## config.mk

```make
export PLATFORM = sky130hd
export DESIGN_NAME = led_blink_pulse_sequencer_unit
export DESIGN_NICKNAME = d
export VERILOG_FILES = /design/src/rtl/lbps_pkg.sv /design/src/rtl/lbps_ctrl.sv /design/src/rtl/lbps_dp.sv /design/src/rtl/led_blink_pulse_sequencer_unit.sv
export SDC_FILE = /design/constraint.sdc
export NUM_CORES = 1
export LEC_CHECK = 0
export ABC_AREA = 1
export BUFFER_PORTS_ARGS = -buffer_cell sky130_fd_sc_hd__buf_2
export CAP_MARGIN = 20
export CORE_UTILIZATION = 59
export CTS_CLUSTER_SIZE = 12
export DETAILED_ROUTE_END_ITERATION = 8
export GPL_TIMING_DRIVEN = 0
export PLACE_DENSITY = 0.79
export RECOVER_POWER = 25
export SKIP_LAST_GASP = 1
export SLEW_MARGIN = 20
export SYNTH_ARGS = -nofsm -noshare
export SYNTH_HDL_FRONTEND = slang
export SYNTH_SLANG_ARGS = --single-unit
```

## constraint.sdc

```tcl
create_clock -name i_clk -period 16.2 [get_ports i_clk]
set_input_delay 3.24 -clock i_clk [delete_from_list [all_inputs] [get_ports i_clk]]
set_output_delay 3.24 -clock i_clk [all_outputs]
set_load 0.05 [all_outputs]
```

## src/rtl/lbps_pkg.sv

```systemverilog
// Shared types, constants and the raised cosine table for the LED pattern sequencer.
`timescale 1ns / 1ps
`default_nettype none

package lbps_pkg;

    // Sizing constants.
    localparam int COS_TABLE_BITS = 8;
    localparam int TIME_BITS      = 16;
    localparam int LEVEL_W        = 8;
    localparam int IDX_W          = 8;
    localparam int COS_DEPTH      = 256;
    localparam int MODE_W         = 3;
    localparam int FIELD_TIME_W   = 16;
    localparam int DIV_CNT_W      = (COS_TABLE_BITS > 1) ? $clog2(COS_TABLE_BITS) : 1;

    typedef logic [TIME_BITS-1:0]      t_time;
    typedef logic [LEVEL_W-1:0]        t_level;
    typedef logic [COS_TABLE_BITS-1:0] t_quo;
    typedef logic [DIV_CNT_W-1:0]      t_div_cnt;

    localparam t_time    TIME_MAX     = '1;
    localparam t_div_cnt DIV_LAST_CNT = DIV_CNT_W'(COS_TABLE_BITS - 1);

    // Item modes as they arrive on the input stream.
    localparam logic [MODE_W-1:0] MODE_TICK  = 3'd0;
    localparam logic [MODE_W-1:0] MODE_BLINK = 3'd1;
    localparam logic [MODE_W-1:0] MODE_CONST = 3'd2;
    localparam logic [MODE_W-1:0] MODE_OFF   = 3'd3;
    localparam logic [MODE_W-1:0] MODE_PULSE = 3'd4;

    // Activity codes reported on the output stream.
    localparam logic [2:0] ACT_IDLE  = 3'd0;
    localparam logic [2:0] ACT_ON    = 3'd1;
    localparam logic [2:0] ACT_OFF   = 3'd2;
    localparam logic [2:0] ACT_CONST = 3'd3;
    localparam logic [2:0] ACT_PULSE = 3'd4;

    // Default blink phase lengths in milliseconds, selected by blink count.
    localparam logic [FIELD_TIME_W-1:0] DEF_ON_ONE    = 16'd400;
    localparam logic [FIELD_TIME_W-1:0] DEF_OFF_ONE   = 16'd400;
    localparam logic [FIELD_TIME_W-1:0] DEF_ON_TWO    = 16'd100;
    localparam logic [FIELD_TIME_W-1:0] DEF_OFF_TWO   = 16'd300;
    localparam logic [FIELD_TIME_W-1:0] DEF_ON_THREE  = 16'd67;
    localparam logic [FIELD_TIME_W-1:0] DEF_OFF_THREE = 16'd200;
    localparam logic [FIELD_TIME_W-1:0] DEF_ON_MANY   = 16'd50;
    localparam logic [FIELD_TIME_W-1:0] DEF_OFF_MANY  = 16'd150;

    // One input item as unpacked from the stream.
    typedef struct packed {
        logic [MODE_W-1:0]       mode;
        t_level                  brightness;
        logic [7:0]              blink_count;
        logic [FIELD_TIME_W-1:0] on_time;
        logic [FIELD_TIME_W-1:0] off_time;
        logic                    hold_last;
        logic [FIELD_TIME_W-1:0] period;
    } t_item;

    // A stored LED command (pending or active).
    typedef struct packed {
        logic [MODE_W-1:0] kind;
        t_level            bright;
        logic [7:0]        count;
        t_time             on_t;
        t_time             off_t;
        logic              hold;
        t_time             per;
    } t_cmd_rec;

    // Controller to datapath commands.
    typedef struct packed {
        logic take_item;
        logic div_step;
        logic mul_load;
        logic scale_load;
        logic emit;
    } t_dp_cmd;

    // Datapath to controller status.
    typedef struct packed {
        logic pulse_calc;
        logic div_last;
    } t_dp_stat;

    // Raised cosine table, built at elaboration by the Q30 cosine recurrence.
    typedef logic [LEVEL_W-1:0] t_cos_tbl [COS_DEPTH];

    localparam longint Q30_ONE      = 64'sd1073741824;
    localparam longint Q29_ONE      = 64'sd536870912;
    localparam longint COS_STEP_Q30 = 64'sd1073418433;

    function automatic t_cos_tbl build_cos_table();
        longint   prev;
        longint   cur;
        longint   nxt;
        longint   u;
        longint   v;
        t_cos_tbl tbl;
        prev = COS_STEP_Q30;
        cur  = Q30_ONE;
        for (int k = 0; k < COS_DEPTH; k++) begin
            if (cur > Q30_ONE) begin
                cur = Q30_ONE;
            end
            if (cur < -Q30_ONE) begin
                cur = -Q30_ONE;
            end
            u = Q30_ONE - cur;
            v = (64'sd255 * u + Q30_ONE) >>> 31;
            if (v > 64'sd255) begin
                v = 64'sd255;
            end
            tbl[k] = v[LEVEL_W-1:0];
            nxt  = (COS_STEP_Q30 * cur) / Q29_ONE - prev;
            prev = cur;
            cur  = nxt;
        end
        return tbl;
    endfunction

    localparam t_cos_tbl COS_TABLE = build_cos_table();

    // Table index from the phase quotient: (q * 256) >> COS_TABLE_BITS.
    function automatic logic [IDX_W-1:0] cos_index(input t_quo q);
        logic [COS_TABLE_BITS+IDX_W-1:0] t;
        t = {q, IDX_W'(0)} >> COS_TABLE_BITS;
        return t[IDX_W-1:0];
    endfunction

    // Exact x / 255 for any 16-bit product of two 8-bit levels.
    function automatic t_level div255(input logic [2*LEVEL_W-1:0] x);
        logic [2*LEVEL_W:0] s;
        s = {1'b0, x} + {9'b0, x[15:8]} + 17'd1;
        return s[15:8];
    endfunction

endpackage

`default_nettype wire

```

## src/rtl/lbps_ctrl.sv

```systemverilog
// Sequencing controller: handshakes, pulse divide steps and result hand-off.
`timescale 1ns / 1ps
`default_nettype none

module lbps_ctrl (
    input  wire                      i_clk,
    input  wire                      i_rst_n,
    input  wire                      i_in_valid,
    output logic                     o_in_ready,
    output logic                     o_out_valid,
    input  wire                      i_out_ready,
    output lbps_pkg::t_dp_cmd        o_cmd,
    input  wire lbps_pkg::t_dp_stat  i_stat
);

    typedef enum logic [4:0] {
        S_IDLE  = 5'b00001,
        S_DIV   = 5'b00010,
        S_MUL   = 5'b00100,
        S_SCALE = 5'b01000,
        S_EMIT  = 5'b10000
    } t_state;

    t_state r_state;
    t_state n_state;
    logic   r_out_valid;
    logic   n_out_valid;
    logic   in_fire;
    logic   emit_ok;

    assign in_fire = (r_state == S_IDLE) && i_in_valid;
    assign emit_ok = !r_out_valid || i_out_ready;

    // Next state and datapath commands.
    always_comb begin
        n_state          = r_state;
        o_cmd            = '0;
        o_in_ready       = 1'b0;
        unique case (r_state)
            S_IDLE: begin
                o_in_ready = 1'b1;
                if (i_in_valid) begin
                    o_cmd.take_item = 1'b1;
                    n_state = i_stat.pulse_calc ? S_DIV : S_EMIT;
                end
            end
            S_DIV: begin
                o_cmd.div_step = 1'b1;
                if (i_stat.div_last) begin
                    n_state = S_MUL;
                end
            end
            S_MUL: begin
                o_cmd.mul_load = 1'b1;
                n_state = S_SCALE;
            end
            S_SCALE: begin
                o_cmd.scale_load = 1'b1;
                n_state = S_EMIT;
            end
            S_EMIT: begin
                if (emit_ok) begin
                    o_cmd.emit = 1'b1;
                    n_state = S_IDLE;
                end
            end
            default: begin
                n_state = S_IDLE;
            end
        endcase
    end

    // Output valid flag: set by a new result, cleared when a transaction takes it.
    always_comb begin
        n_out_valid = r_out_valid;
        if (o_cmd.emit) begin
            n_out_valid = 1'b1;
        end else if (r_out_valid && i_out_ready) begin
            n_out_valid = 1'b0;
        end
    end

    always_ff @(posedge i_clk) begin
        if (!i_rst_n) begin
            r_state     <= S_IDLE;
            r_out_valid <= 1'b0;
        end else begin
            r_state     <= n_state;
            r_out_valid <= n_out_valid;
        end
    end

    assign o_out_valid = r_out_valid;

    // An item that needs no pulse math is ready to hand off in the next cycle.
    a_short_item: assert property (@(posedge i_clk) disable iff (!i_rst_n)
        (in_fire && !i_stat.pulse_calc) |=> (r_state == S_EMIT))
        else $error("short item did not reach hand-off");

    // A pulse tick goes through the divider.
    a_pulse_item: assert property (@(posedge i_clk) disable iff (!i_rst_n)
        (in_fire && i_stat.pulse_calc) |=> (r_state == S_DIV))
        else $error("pulse tick skipped the divider");

    // The last divide step leads straight into the table lookup and scaling.
    a_div_done: assert property (@(posedge i_clk) disable iff (!i_rst_n)
        (r_state == S_DIV && i_stat.div_last) |=> (r_state == S_MUL) ##1 (r_state == S_SCALE))
        else $error("divider finish sequence broken");

    // A new result never overwrites one that has not been taken.
    a_no_overwrite: assert property (@(posedge i_clk) disable iff (!i_rst_n)
        o_cmd.emit |-> (!r_out_valid || i_out_ready))
        else $error("result overwritten before its transaction");

endmodule

`default_nettype wire

```

## src/rtl/lbps_dp.sv

```systemverilog
// Datapath: pending and active commands, blink timing, pulse phase divider and scaling.
`timescale 1ns / 1ps
`default_nettype none

module lbps_dp (
    input  wire                      i_clk,
    input  wire                      i_rst_n,
    input  wire lbps_pkg::t_dp_cmd   i_cmd,
    output lbps_pkg::t_dp_stat       o_stat,
    input  wire lbps_pkg::t_item     i_item,
    input  wire [7:0]                i_ambient,
    output logic [7:0]               o_level,
    output logic [2:0]               o_activity,
    output logic                     o_pending
);

    // Sequencer state.
    logic [2:0]         r_act,       n_act;
    logic               r_pend_valid, n_pend_valid;
    lbps_pkg::t_cmd_rec r_pending,   n_pending;
    lbps_pkg::t_cmd_rec r_active,    n_active;
    logic [7:0]         r_blink_idx, n_blink_idx;
    lbps_pkg::t_time    r_elapsed,   n_elapsed;
    lbps_pkg::t_level   r_level,     n_level;

    // Pulse arithmetic.
    lbps_pkg::t_time    r_rem;
    lbps_pkg::t_quo     r_quo;
    lbps_pkg::t_div_cnt r_div_cnt;
    logic [15:0]        r_prod;

    logic                                 is_tick;
    logic                                 is_cmd;
    lbps_pkg::t_cmd_rec                   item_rec;
    logic [lbps_pkg::FIELD_TIME_W-1:0]    def_on;
    logic [lbps_pkg::FIELD_TIME_W-1:0]    def_off;
    lbps_pkg::t_time                      el_inc;
    logic [lbps_pkg::TIME_BITS:0]         el_wrap;
    logic                                 hold_end;
    logic                                 more_blinks;
    logic [lbps_pkg::TIME_BITS:0]         rem_dbl;
    logic                                 rem_ge;
    logic [lbps_pkg::TIME_BITS:0]         rem_sub;

    assign is_tick = (i_item.mode == lbps_pkg::MODE_TICK);
    assign is_cmd  = (i_item.mode == lbps_pkg::MODE_BLINK) || (i_item.mode == lbps_pkg::MODE_CONST)
                  || (i_item.mode == lbps_pkg::MODE_OFF)   || (i_item.mode == lbps_pkg::MODE_PULSE);

    // Default blink times by count.
    always_comb begin
        case (i_item.blink_count)
            8'd1: begin
                def_on  = lbps_pkg::DEF_ON_ONE;
                def_off = lbps_pkg::DEF_OFF_ONE;
            end
            8'd2: begin
                def_on  = lbps_pkg::DEF_ON_TWO;
                def_off = lbps_pkg::DEF_OFF_TWO;
            end
            8'd3: begin
                def_on  = lbps_pkg::DEF_ON_THREE;
                def_off = lbps_pkg::DEF_OFF_THREE;
            end
            default: begin
                def_on  = lbps_pkg::DEF_ON_MANY;
                def_off = lbps_pkg::DEF_OFF_MANY;
            end
        endcase
    end

    // Build the command record from an incoming command item.
    always_comb begin
        item_rec      = '0;
        item_rec.kind = i_item.mode;
        if (i_item.mode != lbps_pkg::MODE_OFF) begin
            item_rec.bright = i_item.brightness;
        end
        if (i_item.mode == lbps_pkg::MODE_BLINK) begin
            item_rec.count = i_item.blink_count;
            item_rec.on_t  = lbps_pkg::t_time'((i_item.on_time == '0) ? def_on : i_item.on_time);
            item_rec.off_t = lbps_pkg::t_time'((i_item.off_time == '0) ? def_off : i_item.off_time);
            item_rec.hold  = i_item.hold_last;
        end
        if (i_item.mode == lbps_pkg::MODE_PULSE) begin
            item_rec.per = lbps_pkg::t_time'(i_item.period);
        end
    end

    // Timer helpers: saturating count for blink phases, wrap at period for pulse.
    assign el_inc   = (r_elapsed == lbps_pkg::TIME_MAX) ? r_elapsed : r_elapsed + 1'b1;
    assign el_wrap  = {1'b0, r_elapsed} + 1'b1;
    assign hold_end = r_active.hold && (r_active.count != 8'd0)
                   && (r_blink_idx == r_active.count - 8'd1);
    assign more_blinks = ({1'b0, r_blink_idx} + 9'd1) < {1'b0, r_active.count};

    assign o_stat.pulse_calc = is_tick && (r_act == lbps_pkg::ACT_PULSE)
                            && (r_active.per != '0) && !r_pend_valid;
    assign o_stat.div_last   = (r_div_cnt == lbps_pkg::DIV_LAST_CNT);

    // State update for one accepted item, and the load of the scaled pulse level.
    always_comb begin
        n_act        = r_act;
        n_pend_valid = r_pend_valid;
        n_pending    = r_pending;
        n_active     = r_active;
        n_blink_idx  = r_blink_idx;
        n_elapsed    = r_elapsed;
        n_level      = r_level;
        if (i_cmd.take_item && is_cmd) begin
            n_pending    = item_rec;
            n_pend_valid = 1'b1;
        end else if (i_cmd.take_item && is_tick) begin
            unique case (r_act)
                lbps_pkg::ACT_IDLE: begin
                    if (r_pend_valid) begin
                        n_active     = r_pending;
                        n_pend_valid = 1'b0;
                        n_blink_idx  = 8'd0;
                        n_elapsed    = '0;
                        case (r_pending.kind)
                            lbps_pkg::MODE_BLINK: begin
                                n_act   = lbps_pkg::ACT_ON;
                                n_level = r_pending.bright;
                            end
                            lbps_pkg::MODE_CONST: begin
                                n_act   = lbps_pkg::ACT_CONST;
                                n_level = r_pending.bright;
                            end
                            lbps_pkg::MODE_PULSE: begin
                                n_act = lbps_pkg::ACT_PULSE;
                            end
                            default: begin
                                n_act   = lbps_pkg::ACT_IDLE;
                                n_level = i_ambient;
                            end
                        endcase
                    end
                end
                lbps_pkg::ACT_ON: begin
                    n_elapsed = el_inc;
                    if (el_inc >= r_active.on_t) begin
                        n_level = i_ambient;
                        if (hold_end) begin
                            n_act = lbps_pkg::ACT_IDLE;
                        end else begin
                            n_act     = lbps_pkg::ACT_OFF;
                            n_elapsed = '0;
                        end
                    end
                end
                lbps_pkg::ACT_OFF: begin
                    n_elapsed = el_inc;
                    if (el_inc >= r_active.off_t) begin
                        if (more_blinks) begin
                            n_blink_idx = r_blink_idx + 8'd1;
                            n_act       = lbps_pkg::ACT_ON;
                            n_level     = r_active.bright;
                            n_elapsed   = '0;
                        end else begin
                            n_act   = lbps_pkg::ACT_IDLE;
                            n_level = i_ambient;
                        end
                    end
                end
                lbps_pkg::ACT_CONST: begin
                    if (r_pend_valid) begin
                        n_act   = lbps_pkg::ACT_IDLE;
                        n_level = i_ambient;
                    end
                end
                lbps_pkg::ACT_PULSE: begin
                    // Nonzero period and no waiting command: the level itself comes later from the divider.
                    if (r_active.per == '0) begin
                        n_elapsed = '0;
                        n_level   = '0;
                    end else if (el_wrap == {1'b0, r_active.per}) begin
                        n_elapsed = '0;
                    end else begin
                        n_elapsed = el_wrap[lbps_pkg::TIME_BITS-1:0];
                    end
                    if (r_pend_valid) begin
                        n_act   = lbps_pkg::ACT_IDLE;
                        n_level = i_ambient;
                    end
                end
                default: begin
                    n_act   = lbps_pkg::ACT_IDLE;
                    n_level = i_ambient;
                end
            endcase
        end else if (i_cmd.scale_load) begin
            n_level = lbps_pkg::div255(r_prod);
        end
    end

    // Control state registers.
    always_ff @(posedge i_clk) begin
        if (!i_rst_n) begin
            r_act        <= lbps_pkg::ACT_IDLE;
            r_pend_valid <= 1'b0;
            r_blink_idx  <= 8'd0;
            r_elapsed    <= '0;
            r_level      <= '0;
            r_div_cnt    <= '0;
        end else begin
            r_act        <= n_act;
            r_pend_valid <= n_pend_valid;
            r_blink_idx  <= n_blink_idx;
            r_elapsed    <= n_elapsed;
            r_level      <= n_level;
            if (i_cmd.take_item) begin
                r_div_cnt <= '0;
            end else if (i_cmd.div_step) begin
                r_div_cnt <= r_div_cnt + 1'b1;
            end
        end
    end

    // Restoring divider step: one quotient bit of (phase << COS_TABLE_BITS) / period.
    assign rem_dbl = {r_rem, 1'b0};
    assign rem_ge  = rem_dbl >= {1'b0, r_active.per};
    assign rem_sub = rem_dbl - {1'b0, r_active.per};

    // Payload registers: stored commands and pulse arithmetic.
    always_ff @(posedge i_clk) begin
        r_pending <= n_pending;
        r_active  <= n_active;
        if (i_cmd.take_item) begin
            r_rem <= n_elapsed;
            r_quo <= '0;
        end else if (i_cmd.div_step) begin
            r_rem <= rem_ge ? rem_sub[lbps_pkg::TIME_BITS-1:0] : rem_dbl[lbps_pkg::TIME_BITS-1:0];
            r_quo <= {r_quo[lbps_pkg::COS_TABLE_BITS-2:0], rem_ge};
        end
        if (i_cmd.mul_load) begin
            r_prod <= r_active.bright * lbps_pkg::COS_TABLE[lbps_pkg::cos_index(r_quo)];
        end
    end

    assign o_level    = r_level;
    assign o_activity = r_act;
    assign o_pending  = r_pend_valid;

endmodule

`default_nettype wire

```

## src/rtl/led_blink_pulse_sequencer_unit.sv

```systemverilog
// Top level of the LED pattern sequencer: stream ports, ambient register, result register.
//
//  Channel   Direction  Handshake                      Contents
//  s_axis    in         s_axis_tvalid/s_axis_tready    one tick or command item
//  m_axis    out        m_axis_tvalid/m_axis_tready    LED state after that item
//  cfg       in         i_cfg_valid/o_cfg_ready        ambient level
//
// Every input item gives exactly one result. A pulse tick with a nonzero period and no
// waiting command goes through the phase divider (one quotient bit per cycle), the table
// lookup and the scaling step (S_DIV, S_MUL, S_SCALE) before hand-off in S_EMIT; every
// other item goes from acceptance straight to hand-off.
// Reset is synchronous; the cosine table is constant, so no clearing pass follows reset.
// While a result waits on m_axis the next item is still accepted; its own result
// then waits in the controller until the output register is free.
`timescale 1ns / 1ps
`default_nettype none

module led_blink_pulse_sequencer_unit (
    input  wire         i_clk,
    input  wire         i_rst_n,
    input  wire         s_axis_tvalid,
    output logic        s_axis_tready,
    input  wire  [71:0] s_axis_tdata,   // brightness, blink_count, on_time, off_time,
                                        // hold_last, period, zero fill
    input  wire  [2:0]  s_axis_tuser,   // mode
    output logic        m_axis_tvalid,
    input  wire         m_axis_tready,
    output logic [15:0] m_axis_tdata,   // led_level, command_pending, zero fill
    output logic [2:0]  m_axis_tuser,   // activity
    input  wire         i_cfg_valid,
    output logic        o_cfg_ready,
    input  wire  [7:0]  i_cfg_data      // ambient_level
);

    lbps_pkg::t_dp_cmd  dp_cmd;
    lbps_pkg::t_dp_stat dp_stat;
    lbps_pkg::t_item    item;
    logic [7:0]         dp_level;
    logic [2:0]         dp_act;
    logic               dp_pend;

    logic [7:0]         r_ambient;
    logic [7:0]         r_out_level;
    logic [2:0]         r_out_act;
    logic               r_out_pend;

    // Unpack the input transaction.
    always_comb begin
        item.mode        = s_axis_tuser;
        item.brightness  = s_axis_tdata[7:0];
        item.blink_count = s_axis_tdata[15:8];
        item.on_time     = s_axis_tdata[31:16];
        item.off_time    = s_axis_tdata[47:32];
        item.hold_last   = s_axis_tdata[48];
        item.period      = s_axis_tdata[64:49];
    end

    // Ambient level register; writes are always taken.
    assign o_cfg_ready = 1'b1;

    always_ff @(posedge i_clk) begin
        if (!i_rst_n) begin
            r_ambient <= 8'd0;
        end else if (i_cfg_valid) begin
            r_ambient <= i_cfg_data;
        end
    end

    lbps_ctrl u_ctrl (
        .i_clk       (i_clk),
        .i_rst_n     (i_rst_n),
        .i_in_valid  (s_axis_tvalid),
        .o_in_ready  (s_axis_tready),
        .o_out_valid (m_axis_tvalid),
        .i_out_ready (m_axis_tready),
        .o_cmd       (dp_cmd),
        .i_stat      (dp_stat)
    );

    lbps_dp u_dp (
        .i_clk      (i_clk),
        .i_rst_n    (i_rst_n),
        .i_cmd      (dp_cmd),
        .o_stat     (dp_stat),
        .i_item     (item),
        .i_ambient  (r_ambient),
        .o_level    (dp_level),
        .o_activity (dp_act),
        .o_pending  (dp_pend)
    );

    // Result register, loaded when the controller hands off a finished item.
    always_ff @(posedge i_clk) begin
        if (dp_cmd.emit) begin
            r_out_level <= dp_level;
            r_out_act   <= dp_act;
            r_out_pend  <= dp_pend;
        end
    end

    assign m_axis_tdata = {7'd0, r_out_pend, r_out_level};
    assign m_axis_tuser = r_out_act;

endmodule

`default_nettype wire

```

# [Word level (Yosys, flattened, before mapping)]
# Memories as Yosys holds them, arrays and structs flattened.
# Cells that the tools add are included.
[totals] register_bits=238 mem_bits_ro=2048 inputBits=88 wordCells=182 n_memories=1
[op_classes] n_addsub=9 mul=1 order_cmp=5 eq_ne=38 mux=61 bitwise=3 reduce_logical=36
[memory_table] memory="(name not given)" depth=256 width=8 read_ports=1 rd_clocked_by_memory_dff=0 wr=0 line_no="lbps_dp.sv:236" source="r_prod <= r_active.bright * lbps_pkg::COS_TABLE[lbps_pkg::cos_index(r_quo)];"
[ops] cell="$mux W16" count=15
[ops] cell="$mux W8" count=14
[ops] cell="$pmux W16 S4" count=1
[ops] cell="$pmux W9 S3" count=2
[ops] cell="$logic_not A16 Y1" count=3
[ops] cell="$pmux W8 S5" count=1
[ops] cell="$add A16 B1 Y16 const B" count=2
[ops] cell="$ge A16 B16 Y1" count=2
[ops] cell="$pmux W8 S2" count=2
[ops] cell="$pmux W5 S5" count=1
[ops] cell="$mux W5" count=4
[ops] cell="$add A16 B1 Y17 const B" count=1
[ops] cell="$eq A17 B16 Y1" count=1
[ops] cell="$ge A17 B16 Y1" count=1
[ops] cell="$add A16 B8 Y16" count=1
[ops] cell="$eq A16 B16 Y1 const B" count=1
[ops] cell="$eq A8 B2 Y1 const B" count=2
[ops] cell="$mul A8 B8 Y16" count=1
[ops] cell="$reduce_bool A16 Y1" count=1
[ops] cell="$sub A16 B16 Y16" count=1
[ops] cell="$eq A3 B2 Y1 const B" count=5
[ops] cell="$mux W1" count=14
[ops] cell="$eq A3 B3 Y1 const B" count=4
[ops] cell="$mux W3" count=4
[ops] cell="other kinds (36)" count=69

# [Longest topological paths before layout]
[depth] word_depth=9 mapped_depth=33 mapped_depth_nobuf=33

# [Modules after synthesis]
# Synthesis repeated with hierarchy kept, for this count alone.
[hier_totals] hier_cells=2222 area_unflattened_um2=17206.5
[by_module_without_submodules] mod="lbps_dp" n_inst=1 cells_per_inst=2095 area_each_um2=16064.2 seq_area_each_um2=5895.7
[by_module_without_submodules] mod="led_blink_pulse_sequencer_unit" n_inst=1 cells_per_inst=74 area_each_um2=792.0 seq_area_each_um2=520.5
[by_module_without_submodules] mod="lbps_ctrl" n_inst=1 cells_per_inst=53 area_each_um2=350.3 seq_area_each_um2=120.1

# [Worst setup path after synthesis]
# No wires, ideal clock.
[synth_timing] path_kind="input to register" from="in s_axis_tuser[1]" to="reg u_dp.r_active[0] in the netlist's numbering, enable pin" t_arrival_ps=8412 slack_ps=7220 stages=6 path_buffers=1 path_cell_list="nor2_1 -> nand2_1 -> nor2_8 -> inv_2 -> clkbuf_1 -> nor3_1"
[synth_between] elab_chain_cells=7
[synth_lines] item="start, declared" line_no="led_blink_pulse_sequencer_unit.sv:25" source="input wire [2:0] s_axis_tuser,"
[synth_lines] item="$eq A3 B1 Y1 / $eq A3 B2 Y1 (equally long branches)" line_no="lbps_dp.sv:46" source="assign is_cmd = (i_item.mode == lbps_pkg::MODE_BLINK) || (i_item.mode == lbps_pkg::MODE_CONST)"
[synth_lines] item="$logic_or A1 B1 Y1" line_no="lbps_dp.sv:46"
[synth_lines] item="$logic_or A1 B1 Y1 (2 in a row)" line_no="lbps_dp.sv:47" source="|| (i_item.mode == lbps_pkg::MODE_OFF) || (i_item.mode == lbps_pkg::MODE_PULSE);"
[synth_lines] item="$logic_and A1 B1 Y1" line_no="lbps_dp.sv:109" source="if (i_cmd.take_item && is_cmd) begin"
[synth_lines] item="$not A1 Y1 (no source line)"
[synth_lines] item="$reduce_and A4 Y1 (no source line) *"
[synth_lines] item="end signal, assigned" line_no="lbps_dp.sv:227" source="r_active <= n_active;"
[synth_lines] item="end, declared" line_no="lbps_dp.sv:21" source="lbps_pkg::t_cmd_rec r_active, n_active;"
# Mark *: on every way between the ends. The rest lies on a longest branch, timed or not.
# A chain may end at the register's enable or synchronous reset.

# [Worst setup path after layout]
[layout_timing] from="reg u_dp.r_quo[1]" to="reg u_dp.r_prod[15] (data pin)"
[layout_between] elab_chain_cells=5
[layout_lines] item="start, declared" line_no="lbps_dp.sv:28" source="lbps_pkg::t_quo r_quo;"
[layout_lines] item="start signal, assigned" line_no="lbps_dp.sv:233" source="r_quo <= {r_quo[lbps_pkg::COS_TABLE_BITS-2:0], rem_ge};"
[layout_lines] item="$not A8 Y9 (implied by the code)" line_no="lbps_dp.sv:236"
[layout_lines] item="$mem_v2 Z256 W8"
[layout_lines] item="$mux W8 (implied by the code) (2 in a row)" line_no="lbps_dp.sv:236"
[layout_lines] item="$mul A8 B8 Y16" line_no="lbps_dp.sv:236"
[layout_lines] item="end signal, assigned" line_no="lbps_dp.sv:236"
[layout_lines] item="end, declared" line_no="lbps_dp.sv:30" source="logic [15:0] r_prod;"
# Every way passes these cells. The select of a mux whose other input is x is not followed.

==> impl_results.md <==
* DP Worst Slack at 9.118 ns
* Fin worst setup slack at between 8 and 9 ns
* Row count at 61
* Die height at 170.7 microns
* Syn_area_per_cell at 7.830 sq um
* Inserted Clock Buffers at 26
* Vias in the first global route at around 15,000
* VDD IR-drop max at 80.88 uV
* Hold Buf Count CTS at 0
* Die Wd at ~170 microns
* # diodes at 0
* Final Cell Area at 0.01879 sq mm
* RSZ-0062 raised after global routing: false
* Via Count at 15,336
* Nets at 2,529
* Unique cell type count in the Yosys netlist at 60
* Top Layer Used: met4
* Metal3 WL at 3666 microns
* Lkg Pwr at 8.981 nW
* Yosys warns at 0
* Slew margin rel. at a little over a quarter
* Area grow syn2layout at 11.93%
* Final GP Congestion at 1.016
* Worst Tran Pin Value at 1.098 ns
* Most common cell on crit path: inv_1
* Clk slew on worst S/H paths at ~0.06 ns
* Worst path depth at 32
* CTS tree: yes
* Post CTS Setup Buffer Count at 0
* Largest net degree at the start of global routing at 25
* Post-route antenna net violation count at 0
* HPWL Detailed at between 30,000 and 40,000 microns
* DRC at 0
* Hold Crit Depth at 0
* Overflow after GRT at 0
* Maximum root-to-sink buffer count at 3
* Vias per cell at 5.714
* Arr. time, crit path at around 7.6 ns
* Critical Path RT at 16.46 ns
* Total die area at just under 0.03 sq mm
* Share of cells above drive strength 1 at between 8 and 9%
* Kind of cell adding the most delay to the critical path: adder cells
* Core Area at 0.02786 sq mm
* Period utilization at 45.21%
* Setup TNS at 0 ns
* M1 WL at 20,490 microns
* Drt initial violations at approximately 1,600
* Antenna violations before repair at 0
* Clk_skew at between 0.01 and 0.015 ns
* Status: complete, no violations
* Main synth FF type: edfxtp_1
* Root buffer cell: clkbuf_16
* Cell Pwr Density at 99.77 mW/mm^2
* Crit-path max FO at 13
* Starting Density at between 60% and 70%
* WP buf/inv at 7
* Setup crit end kind: register
* Met2 wire length at 22,220 microns
* DP Cell Count at roughly 2,600
* R2r worst-path depth at 32
* CP Class: register to register
* Asr flop ratio synth at 0%
* PortBufs at 94
* Clk sinks at between 200 and 250
* Post-Route WL at 48,320 microns
* Post-layout min period at 7.325 ns
* Clock latency on the worst-skew pair at around 0.53 ns
* Total GRT Usage at 33.59%
* Worst min-delay path class: register to register
* Ports at 110
* Final Hold Vio Count at 0
* Pre-Repair DR Iteration Count at 5
* Crit start category: register
* Layout Cells excl Fill at 2,684
* Gates resized, CTS repair at 0
* Max Freq at 0.1365 GHz
* Synth Instances at roughly 2,100
* Post-synth EDFFs at 177
* Fin. max-slew vios at 0
* Reported max-cap violation count at 0
* WL/cell at about 18 microns
* Slowest-stage cell, CP: dfxtp_1
* Final Setup Violations at 0
* Cell area after synthesis at 0.01679 sq mm
* # H-tree levels at 1
* Global-route wire length before repair at 76,030 microns
* Seq/Total Area, Yosys at 38.94%
* Post-DP Area at 0.01795 sq mm
* Max incr delay on CP at 0.70 ns
* Flops & latches, synth at 238
## path summary, 6_finish.rpt
kind	start	to	slack, ns
max	u_dp.r_quo[1]	u_dp.r_prod[15]	8.88
min	u_dp.r_pending[24]	u_dp.r_active[24]	0.42
max reg2reg	u_dp.r_quo[1]	u_dp.r_prod[15]	8.88
min reg2reg	u_dp.r_pending[24]	u_dp.r_active[24]	0.42
## worst reg2reg max path, delay by kind of cell, from the launching register on
kind | cells | cell delay, ns
AO/OA/AOI/OAI | 5 | 0.89
XOR/XNOR | 1 | 0.16
adder cells (fa/ha/maj) | 6 | 2.91
buffers and inverters | 7 | 0.92
flip-flops | 1 | 0.70
AND/OR/NAND/NOR | 13 | 1.52
## cell type report
class / count / area [sq um]
inverters: 365 / 1373
fillers: 2306 / 9069
multi-input cells: 1486 / 8640
well taps: 378 / 473.0
clock buffers: 44 / 820.8
repair buffers: 108 / 634.4
flip-flops and latches: 238 / 6536
clock inverters: 4 / 23.77
plain buffers: 61 / 289.0
## cell usage in the layout (no fill, tap or decap), types with 5 or more instances in the layout
master,count
a211oi_1,5
a21oi_1,114
a22oi_1,8
a31oi_1,9
buf_1,6
buf_2,96
buf_4,15
clkbuf_1,54
clkbuf_16,28
clkbuf_8,6
conb_1,8
dfxtp_1,61
edfxtp_1,177
fa_1,37
ha_1,118
inv_1,356
nand2_1,435
nand3_1,123
nand4_1,43
nor2_1,276
nor2_2,5
nor3_1,15
nor4_1,13
o211ai_1,27
o21a_1,6
o21ai_0,122
o221ai_1,7
o22ai_1,19
xnor2_1,20
xor2_1,23
## state kept, by name (all words and copies together), names as in the netlist
signal / count
r_out_level: 8
u_dp.r_blink_idx: 8
u_ctrl.r_state: 5
r_out_pend: 1
u_dp.r_rem: 16
u_dp.r_div_cnt: 3
u_dp.o_level: 8
u_dp.r_active: 65
u_dp.o_activity: 3
m_axis_tuser: 3
u_dp.r_prod: 16
u_dp.o_pending: 1
u_dp.r_elapsed: 16
r_ambient: 8
u_dp.r_pending: 68
u_ctrl.o_out_valid: 1
u_dp.r_quo: 8
## per-layer routing
metal	vias to the layer above	track usage, %
met5	-	0
met4	0	14.14
met3	149	4.279
met2	703	55.44
met1	7109	44.49
li1	7375	-
## Yosys cell counts (all sizes together), types with 2 or more instances
| library cell | instances | area (sq um) |
|---|---|---|
| a211oi | 7 | 62.56 |
| a21boi | 3 | 22.52 |
| a21o | 3 | 22.52 |
| a21oi | 116 | 584.3 |
| a22o | 2 | 17.52 |
| a22oi | 8 | 60.06 |
| a31oi | 9 | 56.30 |
| a32o | 2 | 20.02 |
| a32oi | 2 | 17.52 |
| buf | 26 | 157.7 |
| clkbuf | 35 | 131.4 |
| clkinv | 4 | 15.01 |
| conb | 2 | 7.510 |
| dfxtp | 61 | 1221 |
| edfxtp | 177 | 5315 |
| fa | 37 | 740.7 |
| ha | 118 | 1476 |
| inv | 361 | 1358 |
| nand2 | 438 | 1652 |
| nand3 | 123 | 615.6 |
| nand3b | 2 | 15.01 |
| nand4 | 44 | 281.5 |
| nor2 | 284 | 1119 |
| nor3 | 18 | 95.09 |
| nor4 | 15 | 108.9 |
| o211ai | 28 | 215.2 |
| o21a | 6 | 45.04 |
| o21ai | 126 | 630.6 |
| o21bai | 2 | 15.01 |
| o221ai | 7 | 61.31 |
| o22ai | 19 | 118.9 |
| o311ai | 4 | 35.03 |
| o41ai | 2 | 25.03 |
| or2 | 3 | 18.77 |
| xnor2 | 20 | 175.2 |
| xor2 | 23 | 201.4 |
## report_power, final
part / leakage [nW] / total, mW / internal, mW / switching (mW)
registers: 2.13 / 0.778 / 0.742 / 0.0356
logic: 6.43 / 0.518 / 0.176 / 0.342
clock network: 0.416 / 0.579 / 0.343 / 0.235
## kinds of logic (layout without fill, tap and decap cells)
kind of cell	count (synthesis)	in the layout	synth area share (%)
XOR/XNOR	44	44	2.378
other	2	8	0.04474
AND/OR/NAND/NOR	928	928	23.30
buffers and inverters	426	582	9.898
adder cells (fa/ha/maj)	155	155	13.21
flip-flops	238	238	38.94
AO/OA/AOI/OAI	351	351	12.24
## stage by stage
step                power, mW  hold slack, ns  util (%)
floorplan               1.147          0.4003         -
global placement        1.276          0.4004     63.73
detailed placement      1.291          0.4045     64.43
CTS                     1.866          0.4147     67.46
global route            1.962          0.4212     67.45
finish                  1.875          0.4155     67.45
Note: power is estimated with default switching activity, not from simulation.
